$ cat src/sv/hxf_pkg.sv
`timescale 1ns / 1ps
// ----------------------------------------------------------------------------
// hxf_pkg
// Shared types and constants of the hex text report framer.
// ----------------------------------------------------------------------------
package hxf_pkg;

    localparam int           MAX_MESSAGE_BYTES = 127;
    localparam logic [6:0]   MAX_LEN           = 7'(MAX_MESSAGE_BYTES);
    localparam logic [3:0]   REPORT_BYTES      = 4'd15;

    localparam logic [7:0]   HDR_SINGLE        = 8'hC0;
    localparam logic [7:0]   HDR_FIRST         = 8'h8F;
    localparam logic [7:0]   HDR_LAST          = 8'h40;
    localparam logic [7:0]   HDR_MIDDLE        = 8'h0F;

    localparam logic [7:0]   CHAR_DIGIT_LIMIT  = 8'd58;
    localparam logic [7:0]   CHAR_UPPER_LIMIT  = 8'd91;
    localparam logic [7:0]   CHAR_LOWER_LIMIT  = 8'd123;
    localparam logic [7:0]   CHAR_DIGIT_BASE   = 8'd48;
    localparam logic [7:0]   CHAR_UPPER_BASE   = 8'd55;
    localparam logic [7:0]   CHAR_LOWER_BASE   = 8'd87;
    localparam logic [6:0]   SHORT_LIMIT       = 7'd16;

    localparam int           FIFO_DEPTH        = 4;
    localparam int           PTR_W             = $clog2(FIFO_DEPTH);
    localparam int           CNT_W             = $clog2(FIFO_DEPTH + 1);

    typedef struct packed {
        logic [7:0] out_byte;
        logic       is_header;
        logic       report_end;
        logic       message_end;
    } t_result;

    typedef struct packed {
        logic    wr0;
        logic    wr1;
        t_result d0;
        t_result d1;
    } t_push;

endpackage

$ cat src/sv/hxf_if.sv
`timescale 1ns / 1ps
// ----------------------------------------------------------------------------
// hxf_in_if / hxf_out_if
// Valid/ready channels for hex characters in and framed bytes out.
// ----------------------------------------------------------------------------
interface hxf_in_if;
    logic       valid;
    logic       ready;
    logic [7:0] hex_char;
    logic [6:0] message_bytes;

    modport source (output valid, output hex_char, output message_bytes, input ready);
    modport sink   (input valid, input hex_char, input message_bytes, output ready);
endinterface

interface hxf_out_if;
    logic       valid;
    logic       ready;
    logic [7:0] out_byte;
    logic       is_header;
    logic       report_end;
    logic       message_end;

    modport source (output valid, output out_byte, output is_header,
                    output report_end, output message_end, input ready);
    modport sink   (input valid, input out_byte, input is_header,
                    input report_end, input message_end, output ready);
endinterface

$ cat src/sv/hex_text_report_framer.sv
`timescale 1ns / 1ps
// ----------------------------------------------------------------------------
// hex_text_report_framer
// Frames ASCII hex command text into headed reports of up to 15 bytes.
// ----------------------------------------------------------------------------
//  channel  dir  word
//  i_in     in   hex_char[8], message_bytes[7]
//  o_out    out  out_byte[8], is_header, report_end, message_end
//
//  One character is taken per cycle while i_in.ready is high; each pair of
//  characters forms a byte, queued when its second character is taken. A report
//  header adds one extra word, queued in a four-word output FIFO. i_in.ready
//  drops only when the FIFO has fewer than two free slots. Synchronous active-low
//  reset clears framing state and the FIFO.
module hex_text_report_framer (
    input  logic      i_clk,
    input  logic      i_rst_n,
    hxf_in_if.sink    i_in,
    hxf_out_if.source o_out
);

    hxf_pkg::t_push   w_push;
    hxf_pkg::t_result w_head;
    logic             w_room;
    logic             w_valid;

    assign i_in.ready = w_room;

    hxf_core u_core (
        .i_clk           (i_clk),
        .i_rst_n         (i_rst_n),
        .i_accept        (i_in.valid && w_room),
        .i_hex_char      (i_in.hex_char),
        .i_message_bytes (i_in.message_bytes),
        .o_push          (w_push)
    );

    hxf_fifo u_fifo (
        .i_clk   (i_clk),
        .i_rst_n (i_rst_n),
        .i_push  (w_push),
        .i_pop   (o_out.ready),
        .o_room  (w_room),
        .o_valid (w_valid),
        .o_head  (w_head)
    );

    assign o_out.valid       = w_valid;
    assign o_out.out_byte    = w_head.out_byte;
    assign o_out.is_header   = w_head.is_header;
    assign o_out.report_end  = w_head.report_end;
    assign o_out.message_end = w_head.message_end;

endmodule

$ cat src/sv/hxf_core.sv
`timescale 1ns / 1ps
// ----------------------------------------------------------------------------
// hxf_core
// Character decode, byte pairing and report framing; a header and a byte can be pushed together.
// ----------------------------------------------------------------------------
module hxf_core (
    input  logic           i_clk,
    input  logic           i_rst_n,
    input  logic           i_accept,
    input  logic [7:0]     i_hex_char,
    input  logic [6:0]     i_message_bytes,
    output hxf_pkg::t_push o_push
);

    logic       r_in_message, n_in_message;
    logic [6:0] r_length,     n_length;
    logic       r_low_next,   n_low_next;
    logic [3:0] r_high_hold,  n_high_hold;
    logic [3:0] r_last_digit, n_last_digit;
    logic [6:0] r_bytes_done, n_bytes_done;
    logic [3:0] r_report_pos, n_report_pos;

    logic       w_open;
    logic [6:0] w_mb_sat;
    logic [6:0] w_len;
    logic [6:0] w_bd;
    logic [3:0] w_rp;
    logic       w_low;
    logic [7:0] w_sub;
    logic [3:0] w_nib;
    logic [6:0] w_remaining;
    logic [6:0] w_bd_inc;
    logic [3:0] w_rp_inc;
    logic       w_mend;
    logic       w_rend;
    logic [7:0] w_header;

    always_comb begin
        w_open   = !r_in_message;
        w_mb_sat = (i_message_bytes > hxf_pkg::MAX_LEN) ? hxf_pkg::MAX_LEN : i_message_bytes;
        w_len    = w_open ? w_mb_sat : r_length;
        w_bd     = w_open ? 7'd0 : r_bytes_done;
        w_rp     = w_open ? 4'd0 : r_report_pos;
        w_low    = w_open ? 1'b0 : r_low_next;

        if (i_hex_char < hxf_pkg::CHAR_DIGIT_LIMIT) begin
            w_sub = i_hex_char - hxf_pkg::CHAR_DIGIT_BASE;
        end else if (i_hex_char < hxf_pkg::CHAR_UPPER_LIMIT) begin
            w_sub = i_hex_char - hxf_pkg::CHAR_UPPER_BASE;
        end else begin
            w_sub = i_hex_char - hxf_pkg::CHAR_LOWER_BASE;
        end
        w_nib = (i_hex_char < hxf_pkg::CHAR_LOWER_LIMIT) ? w_sub[3:0] : r_last_digit;

        w_remaining = w_len - w_bd;
        w_bd_inc    = w_bd + 7'd1;
        w_rp_inc    = w_rp + 4'd1;
        w_mend      = (w_bd_inc >= w_len);
        w_rend      = w_mend || (w_rp_inc >= hxf_pkg::REPORT_BYTES);

        if (w_bd == 7'd0) begin
            w_header = (w_remaining < hxf_pkg::SHORT_LIMIT)
                     ? (hxf_pkg::HDR_SINGLE | {1'b0, w_len}) : hxf_pkg::HDR_FIRST;
        end else begin
            w_header = (w_remaining < hxf_pkg::SHORT_LIMIT)
                     ? (hxf_pkg::HDR_LAST | {1'b0, w_remaining}) : hxf_pkg::HDR_MIDDLE;
        end
    end

    // next state and result words
    always_comb begin
        n_in_message = r_in_message;
        n_length     = r_length;
        n_low_next   = r_low_next;
        n_high_hold  = r_high_hold;
        n_last_digit = r_last_digit;
        n_bytes_done = r_bytes_done;
        n_report_pos = r_report_pos;
        o_push       = '0;

        if (i_accept && !(w_open && (i_message_bytes == 7'd0))) begin
            n_in_message = 1'b1;
            n_length     = w_len;
            n_bytes_done = w_bd;
            n_report_pos = w_rp;
            n_last_digit = w_nib;
            if (!w_low) begin
                n_high_hold = w_nib;
                n_low_next  = 1'b1;
            end else begin
                n_low_next   = 1'b0;
                n_bytes_done = w_bd_inc;
                n_report_pos = w_rend ? 4'd0 : w_rp_inc;
                if (w_mend) begin
                    n_in_message = 1'b0;
                    n_bytes_done = 7'd0;
                end
                if (w_rp == 4'd0) begin
                    o_push.wr0                = 1'b1;
                    o_push.d0.out_byte        = w_header;
                    o_push.d0.is_header       = 1'b1;
                    o_push.wr1                = 1'b1;
                    o_push.d1.out_byte        = {r_high_hold, w_nib};
                    o_push.d1.report_end      = w_rend;
                    o_push.d1.message_end     = w_mend;
                end else begin
                    o_push.wr0                = 1'b1;
                    o_push.d0.out_byte        = {r_high_hold, w_nib};
                    o_push.d0.report_end      = w_rend;
                    o_push.d0.message_end     = w_mend;
                end
            end
        end
    end

    always_ff @(posedge i_clk) begin
        if (!i_rst_n) begin
            r_in_message <= 1'b0;
            r_length     <= '0;
            r_low_next   <= 1'b0;
            r_high_hold  <= '0;
            r_last_digit <= '0;
            r_bytes_done <= '0;
            r_report_pos <= '0;
        end else begin
            r_in_message <= n_in_message;
            r_length     <= n_length;
            r_low_next   <= n_low_next;
            r_high_hold  <= n_high_hold;
            r_last_digit <= n_last_digit;
            r_bytes_done <= n_bytes_done;
            r_report_pos <= n_report_pos;
        end
    end

endmodule

$ cat src/sv/hxf_fifo.sv
`timescale 1ns / 1ps
// ----------------------------------------------------------------------------
// hxf_fifo
// Small result queue; takes up to two words a cycle, gives one.
// ----------------------------------------------------------------------------
module hxf_fifo (
    input  logic             i_clk,
    input  logic             i_rst_n,
    input  hxf_pkg::t_push   i_push,
    input  logic             i_pop,
    output logic             o_room,
    output logic             o_valid,
    output hxf_pkg::t_result o_head
);

    hxf_pkg::t_result                r_mem [hxf_pkg::FIFO_DEPTH];
    logic [hxf_pkg::PTR_W-1:0]       r_wr_ptr, n_wr_ptr;
    logic [hxf_pkg::PTR_W-1:0]       r_rd_ptr, n_rd_ptr;
    logic [hxf_pkg::CNT_W-1:0]       r_count,  n_count;
    logic [hxf_pkg::PTR_W-1:0]       w_wr_ptr1;
    logic [hxf_pkg::CNT_W-1:0]       w_push_n;
    logic                            w_pop;

    assign o_room    = (r_count <= hxf_pkg::CNT_W'(hxf_pkg::FIFO_DEPTH - 2));
    assign o_valid   = (r_count != '0);
    assign o_head    = r_mem[r_rd_ptr];
    assign w_pop     = i_pop && o_valid;
    assign w_wr_ptr1 = r_wr_ptr + hxf_pkg::PTR_W'(1);
    assign w_push_n  = hxf_pkg::CNT_W'(i_push.wr0) + hxf_pkg::CNT_W'(i_push.wr1);

    always_comb begin
        n_wr_ptr = r_wr_ptr + w_push_n[hxf_pkg::PTR_W-1:0];
        n_rd_ptr = w_pop ? (r_rd_ptr + hxf_pkg::PTR_W'(1)) : r_rd_ptr;
        n_count  = r_count + w_push_n - hxf_pkg::CNT_W'(w_pop);
    end

    always_ff @(posedge i_clk) begin
        if (i_push.wr0) begin
            r_mem[r_wr_ptr] <= i_push.d0;
        end
        if (i_push.wr1) begin
            r_mem[w_wr_ptr1] <= i_push.d1;
        end
    end

    always_ff @(posedge i_clk) begin
        if (!i_rst_n) begin
            r_wr_ptr <= '0;
            r_rd_ptr <= '0;
            r_count  <= '0;
        end else begin
            r_wr_ptr <= n_wr_ptr;
            r_rd_ptr <= n_rd_ptr;
            r_count  <= n_count;
        end
    end

endmodule
$ cat src/flat_wrapper.sv
// flat-port wrapper written by rule: the top's interface ports become plain ports
module hex_text_report_framer_flat 
  (i_clk, i_rst_n, i_in_valid, i_in_hex_char, i_in_message_bytes, i_in_ready, o_out_valid, o_out_out_byte, o_out_is_header, o_out_report_end, o_out_message_end, o_out_ready);
  hxf_in_if i_in_i ();
  hxf_out_if o_out_i ();
  input  logic i_clk;
  input  logic i_rst_n;
  input wire logic [$bits(i_in_i.valid)-1:0] i_in_valid;
  input wire logic [$bits(i_in_i.hex_char)-1:0] i_in_hex_char;
  input wire logic [$bits(i_in_i.message_bytes)-1:0] i_in_message_bytes;
  output wire logic [$bits(i_in_i.ready)-1:0] i_in_ready;
  output wire logic [$bits(o_out_i.valid)-1:0] o_out_valid;
  output wire logic [$bits(o_out_i.out_byte)-1:0] o_out_out_byte;
  output wire logic [$bits(o_out_i.is_header)-1:0] o_out_is_header;
  output wire logic [$bits(o_out_i.report_end)-1:0] o_out_report_end;
  output wire logic [$bits(o_out_i.message_end)-1:0] o_out_message_end;
  input wire logic [$bits(o_out_i.ready)-1:0] o_out_ready;
  assign i_in_i.valid = i_in_valid;
  assign i_in_i.hex_char = i_in_hex_char;
  assign i_in_i.message_bytes = i_in_message_bytes;
  assign i_in_ready = i_in_i.ready;
  assign o_out_valid = o_out_i.valid;
  assign o_out_out_byte = o_out_i.out_byte;
  assign o_out_is_header = o_out_i.is_header;
  assign o_out_report_end = o_out_i.report_end;
  assign o_out_message_end = o_out_i.message_end;
  assign o_out_i.ready = o_out_ready;
  hex_text_report_framer u_core (.i_clk(i_clk), .i_rst_n(i_rst_n), .i_in(i_in_i), .o_out(o_out_i));
endmodule
$ cat config.mk
export PLATFORM = sky130hd
export DESIGN_NAME = hex_text_report_framer_flat
export DESIGN_NICKNAME = d
export VERILOG_FILES = /design/src/sv/hxf_pkg.sv /design/src/sv/hxf_if.sv /design/src/sv/hex_text_report_framer.sv /design/src/sv/hxf_core.sv /design/src/sv/hxf_fifo.sv /design/src/flat_wrapper.sv
export SDC_FILE = /design/constraint.sdc
export NUM_CORES = 1
export LEC_CHECK = 0
export BUFFER_PORTS_ARGS = -buffer_cell sky130_fd_sc_hd__buf_2
export CAP_MARGIN = 10
export CELL_PAD_IN_SITES_DETAIL_PLACEMENT = 1
export CELL_PAD_IN_SITES_GLOBAL_PLACEMENT = 1
export CORE_UTILIZATION = 50
export DETAILED_ROUTE_END_ITERATION = 10
export GPL_TIMING_DRIVEN = 0
export MAX_ROUTING_LAYER = met4
export PLACE_DENSITY = 0.87
export SETUP_SLACK_MARGIN = 0.1
export SLEW_MARGIN = 10
export SYNTH_ARGS = -nofsm -noshare
export SYNTH_HDL_FRONTEND = slang
export SYNTH_SLANG_ARGS = --single-unit
$ cat constraint.sdc
create_clock -name i_clk -period 6.6 [get_ports i_clk]
set_input_delay 1.32 -clock i_clk [delete_from_list [all_inputs] [get_ports i_clk]]
set_output_delay 1.32 -clock i_clk [all_outputs]
set_load 0.02 [all_outputs]
Yosys cells after proc, flatten, opt, wreduce, memory -nomap -nowiden. Memory sizes are Yosys's and may differ from the RTL's. A register that Yosys moved wholly into a read port is not among the register bits. Cells that the tools add are included. W data, S select, Z words.

Reductions and logical operators: 12. Bitwise logic cells: 1. $add $sub $neg: 12. Mux-type cells: 33. $lt $le $gt $ge: 8.

Operators by type and width (number): $mux W7 (7); $mux W21 (2); $mux W4 (6); $mux W8 (3); $lt A8 B7 Y1 const B (2); $logic_not A7 Y1 (2); $mux W2 (6); $mux W1 (9); $lt A8 B6 Y1 const B (1); $sub A4 B3 Y4 const B (2); $add A7 B1 Y7 const B (1); $ge A7 B7 Y1 (1); $gt A7 B7 Y1 const B (1); $lt A7 B5 Y1 const B (1); $sub A7 B7 Y7 (1); $add A2 B1 Y2 const B (2); $add A4 B1 Y4 const B (1); $ge A4 B4 Y1 const B (1); $logic_and A1 B1 Y1 (4); $logic_not A4 Y1 (1); $sub A4 B1 Y4 const B (1); $add A3 B2 Y3 (1); $le A3 B2 Y1 const B (1); $reduce_bool A3 Y1 (1); other kinds (7) (8).

Output and inout port bits: 13. Register bits after elaboration: 35. Memories kept: 1. Logic and storage cells: 77. RAM bits: 44.

Memories: u_core.u_fifo.r_mem (words 4, bits a word 11, rd ports 1, clocked after Yosys merged registers in 1, write ports 2, line hxf_fifo.sv:16) `hxf_pkg::t_result r_mem [hxf_pkg::FIFO_DEPTH];`.

Longest topological paths before layout.
Word-level depth: 13. Gate-level depth with buffers: 20. Mapped depth without buffers: 14.

Hierarchy. Synthesis repeated with hierarchy kept, for this count alone.

Cells, all modules: 471. Area total of the unflattened synthesis: 5074.9 µm².

By module, submodules not included: hxf_fifo (area an instance 2676.3 µm², cells an instance 155, instances 1); hxf_core (area an instance 2392.3 µm², cells an instance 315, instances 1); hex_text_report_framer (area an instance 6.3 µm², cells an instance 1, instances 1).

Worst setup path before layout. No wires, ideal clock.

Path kind: input-to-reg. Start: input i_in_message_bytes[1]. End: register u_core.u_fifo.r_count[2] (netlist bit). Stages on the path: 16. Slack: 2.380 ns. Data required time: 6.485 ns. Setup time: 0.115 ns. Path buffers: 2. Arrival: 4.105 ns. Cells stage by stage: nor4_1 a211oi_1 nand3_1 inv_1 buf_2 buf_1 ha_1 inv_1 ha_1 inv_1 ha_1 inv_1 fa_1 xor2_1 xnor2_1 and2_1.

Word-level cells in the longest chain between the ends: 8.

Ends and longest elaborated chain: start, declared (line flat_wrapper.sv:10) `input wire logic [$bits(i_in_i.message_bytes)-1:0] i_in_message_bytes;`; $logic_not A7 Y1 (line hxf_core.sv:81) `if (i_accept && !(w_open && (i_message_bytes == 7'd0))) begin`; $logic_and A1 B1 Y1 (line hxf_core.sv:81); $logic_not A1 Y1 (line hxf_core.sv:81); $logic_and A1 B1 Y1 (line hxf_core.sv:81); $mux W21 (line hxf_core.sv:81); $add A1 B1 Y2 (line hxf_fifo.sv:29) `assign w_push_n = hxf_pkg::CNT_W'(i_push.wr0) + hxf_pkg::CNT_W'(i_push.wr1);`; $add A3 B2 Y3 (line hxf_fifo.sv:34) `n_count = r_count + w_push_n - hxf_pkg::CNT_W'(w_pop);`; $sub A3 B1 Y3 (line hxf_fifo.sv:34); end signal, assigned (line hxf_fifo.sv:54) `r_count <= n_count;`; end, declared (line hxf_fifo.sv:19) `logic [hxf_pkg::CNT_W-1:0] r_count, n_count;`.

No other way between the ends. A chain may end at the register's enable or synchronous reset.

Final worst setup path.
Start: register u_core.u_core.r_in_message. End: register u_core.u_core.r_report_pos[1].

Word-level cells in the longest chain between the ends: 6.

Ends and longest elaborated chain: start, declared (line hxf_core.sv:15) `logic r_in_message, n_in_message;`; start signal, assigned (line hxf_core.sv:126) `r_in_message <= n_in_message;`; $mux W7 or $mux W4 (tied branches) (line hxf_core.sv:42, hxf_core.sv:43); $add A7 B1 Y7 or $add A4 B1 Y4 (tied branches) (line hxf_core.sv:56, hxf_core.sv:57); $ge A7 B7 Y1 or $ge A4 B4 Y1 (tied branches) (line hxf_core.sv:58, hxf_core.sv:59); $logic_or A1 B1 Y1 (line hxf_core.sv:59) `w_rend = w_mend || (w_rp_inc >= hxf_pkg::REPORT_BYTES);`; $mux W4 (line hxf_core.sv:93) `n_report_pos = w_rend ? 4'd0 : w_rp_inc;`; $mux W4 (line hxf_core.sv:87) `if (!w_low) begin`; end signal, assigned (line hxf_core.sv:132) `r_report_pos <= n_report_pos;`; end, declared (line hxf_core.sv:21) `logic [3:0] r_report_pos, n_report_pos;`.

Parallel ways exist; a longest one is shown, timed or not.

==> metrics.yaml <==
run_status:
  status: "complete, no violations"
pwr:
  clkPwrFrac_pct: 23.1
  internal_power_w: 0.000913
  sw_frac_of_total_pct: 38.5
  power_density_mw_per_mm2: 267
  switchingPower_w: 0.000572
  p_total_w: 0.00149
  p_comb_share_pct: 36.3
  vdd_ir_drop_max_uv: 160
  leakage_nw: 2.06
  seq_power_share_pct: 40.6
worst_setup_path:
  crit_chain: "buf_6, clkbuf_1, clkbuf_1, clkbuf_1, nand2_1, inv_1, ha_1, clkbuf_1, nand3_1, xor2_1, nor2_1, ha_1, nor2b_1, o21ai_0, nand3_1, o221ai_1, a21o_1, clkbuf_1, nand4b_1, a21boi_0"
  slowest_stage: "clkbuf_1"
  crit_fanout: 10
  cp_top_family: "buffers and inverters"
  reg2reg_setup_slack_ns: 1.35
  rr_worst_depth: 20
  worst_ep_required_time_ns: 6.91
  end_kind: "register"
  critPathArrivalTime_ns: 5.56
  critPathKind: "register to register"
  reg2reg_to: "u_core.u_core.r_report_pos[1]"
  r2r_start: "u_core.u_core.r_in_message"
  crit_cells: 20
  worst_setup_path_start_kind: "register"
  crit_buf_inv: 7
  crit_path_max_incr_delay_ns: 0.50
  path_common_cell: "clkbuf_1"
hold_path:
  hold_path.class: "register to register"
  min_from: "u_core.u_fifo.r_mem[0][2]"
  whs_path_depth: 2
  hold_path_end: "u_core.u_fifo.r_mem[0][2]"
flow_run:
  drv_cap: 0
synthesis:
  synth-warning-count: 0
  netlist_area_mm2: 0.00507
  avgSynthCellArea_um2: 9.29
  synthArstFlopShare_pct: 0
  syn_inst: 546
  yosys_register_bits: 81
  seq_area_frac_synth_pct: 39.9
  synth_flop_cell: "dfxtp_1"
  synth_cell_types: 62
  synth_fp_nets: 586
  synth_edf_count: 40
drt:
  wl_per_cell_um: 20.9
  vias: 4497
  avgViaCountPerCell: 6.20
  firstDrtPassIters: 4
  drtAntennaViolNets: 0
  drc_errors: 0
  first_iter_violations: 206
  routed_wl_mm: 15.2
clock_network:
  postCtsHoldBufs: 0
  clk-insertion-delay-late_ns: 0.38
  root_buffer: "clkbuf_8"
  cts_resized: 0
  cts_max_path_buffers: 2
  cts_tree: "built"
  clk_pin_slew_ns: 0.09
  cts_num_sinks: 81
  numCtsBuffers: 9
  htree_levels: 3
  cts_setup_buffers: 0
die:
  die_w_um: 103
  io_pins: 32
  core-area_mm2: 0.00982
  initial_utilization_pct: 51.7
  die-area_mm2: 0.0106
  std_cell_rows: 36
  die_h_um: 103
global_route:
  grt_usage_pct: 31.7
  grt_max_degree: 15
  antenna_found_initial: 0
  grt_pass1_vias: 4668
  overflow: 0
  grt_pass1_wl_mm: 24.0
timing:
  hold_ws_ns: 0.485
  rsz0062_at_grt: "false"
  finalCritPeriodShare_pct: 79.5
  slew_headroom_pct: 20.3
  layout_min_cycle_time_ns: 5.25
  slew_violations: 0
  setup_viol: 0
  hold_viol_final: 0
  fin_skew_ns: 0.00957
  fmax_mhz: 191
  tightest_slew_ns: 1.19
  finalSetupTns_ns: 0
layout:
  drive_above_1_share_pct: 12.2
  regArea_mm2: 0.00202
  nets: 627
  fin_util_pct: 56.6
  multi_input_area_mm2: 0.00284
  area_growth_pct: 9.60
  layout_common_cells: "nand2_1 (65), dfxtp_1 (41), edfxtp_1 (40)"
  insertedDiodeCount: 0
  layout_commonest_cell: "nand2_1"
  num-fill-cells: 1191
placement:
  port_buffers: 30
  gp_congestion: 0.947
  dp_hpwl_mm: 11.7
synth_stat cells (11+ instances only):
cell type	number	area share [%]
ha_1	20	4.9
clkbuf_1	26	1.9
xnor2_1	13	2.2
mux4_2	11	4.9
mux2i_1	14	2.8
dfxtp_1	41	16
nand2_1	65	4.8
nand3_1	20	2.0
a21oi_1	32	3.2
edfxtp_1	40	24
inv_1	23	1.7
nor2_1	39	2.9
nor3_1	15	1.5
nor2b_1	24	3.0
o21ai_0	23	2.3
and2_1	15	1.9
cell type report:
cell class / instances / area share, %
Multi-Input combinational cell: 412 / 51.1
Sequential cell: 81 / 36.4
Tap cell: 133 / 2.99
Timing Repair Buffer: 30 / 2.70
Clock buffer: 10 / 2.30
Buffer: 30 / 2.18
Inverter: 23 / 1.55
Clock inverter: 6 / 0.765
power groups by stage:
stage          combinational (W)  sequential, W  clock [W]
6_report                0.000539       0.000602   0.000344
5_1_grt                 0.000590       0.000607   0.000363
4_1_cts                 0.000540       0.000602   0.000341
3_5_place_dp            0.000537       0.000613          0
3_3_place_gp            0.000510       0.000608          0
2_1_floorplan           0.000394       0.000600          0
worst min-delay path, delay by kind of cell (launching register included):
kind	cells	cell delay, ns
and+or+nand+nor	1	0.06
AOI/OAI and AO/OA	1	0.06
DFF	1	0.33
flip-flops by register name (all words and copies together) (netlist names), named ones only:
register / count
u_core.u_fifo.r_mem: 44
u_core.u_core.r_bytes_done: 7
u_core.u_core.r_length: 7
u_core.u_core.r_high_hold: 4
u_core.u_core.r_last_digit: 4
u_core.u_core.r_report_pos: 4
u_core.u_fifo.r_count: 3
u_core.u_fifo.r_rd_ptr: 2
u_core.u_fifo.r_wr_ptr: 2
u_core.u_core.r_in_message: 1
u_core.u_core.r_low_next: 1
worst max-delay path by stage:
stage	endpoint	startpoint	slack, ns
final	u_core.u_core.r_report_pos[1]	u_core.u_core.r_in_message	1.35
after global routing	u_core.u_core.r_report_pos[1]	u_core.u_core.r_in_message	0.95
after CTS	u_core.u_core.r_report_pos[1]	u_core.u_core.r_in_message	1.39
after detailed placement	u_core.u_fifo.r_count[2]	i_in_message_bytes[2]	1.10
after global placement	u_core.u_fifo.r_count[2]	i_in_message_bytes[2]	1.22
after floorplan	u_core.u_fifo.r_count[2]	i_in_message_bytes[1]	2.38
per-layer routing:
metal	track usage [%]	up-vias	routed length [um]
met5	-	-	0
met2	53.0	132	7670
met4	14.0	0	431
met3	5.56	39	749
li1	-	2070	-
met1	37.3	2256	6300
per-stage QoR:
| stage | setup slack (ns) | cell area, um^2 | std cells |
|---|---|---|---|
| final | 1.35 | 5560 | 725 |
| after global routing | 0.946 | 5560 | 725 |
| after CTS | 1.39 | 5560 | 725 |
| after detailed placement | 1.10 | 5390 | 709 |
| after global placement | 1.22 | 5390 | 709 |
| after floorplan | 2.38 | 5070 | 546 |
logic make-up (layout without fill, tap and decap cells):
family,Yosys count,in the layout,share of synthesized area (%)
buffers and inverters,53,99,4.09
DFF,81,81,39.9
xor gates and xnor gates,23,23,3.97
muxes,27,27,8.09
AOI/OAI and AO/OA,124,124,17.2
adders and majority gates,23,23,5.72
and+or+nand+nor,215,215,21.0
(Power assumes the default switching activity.)
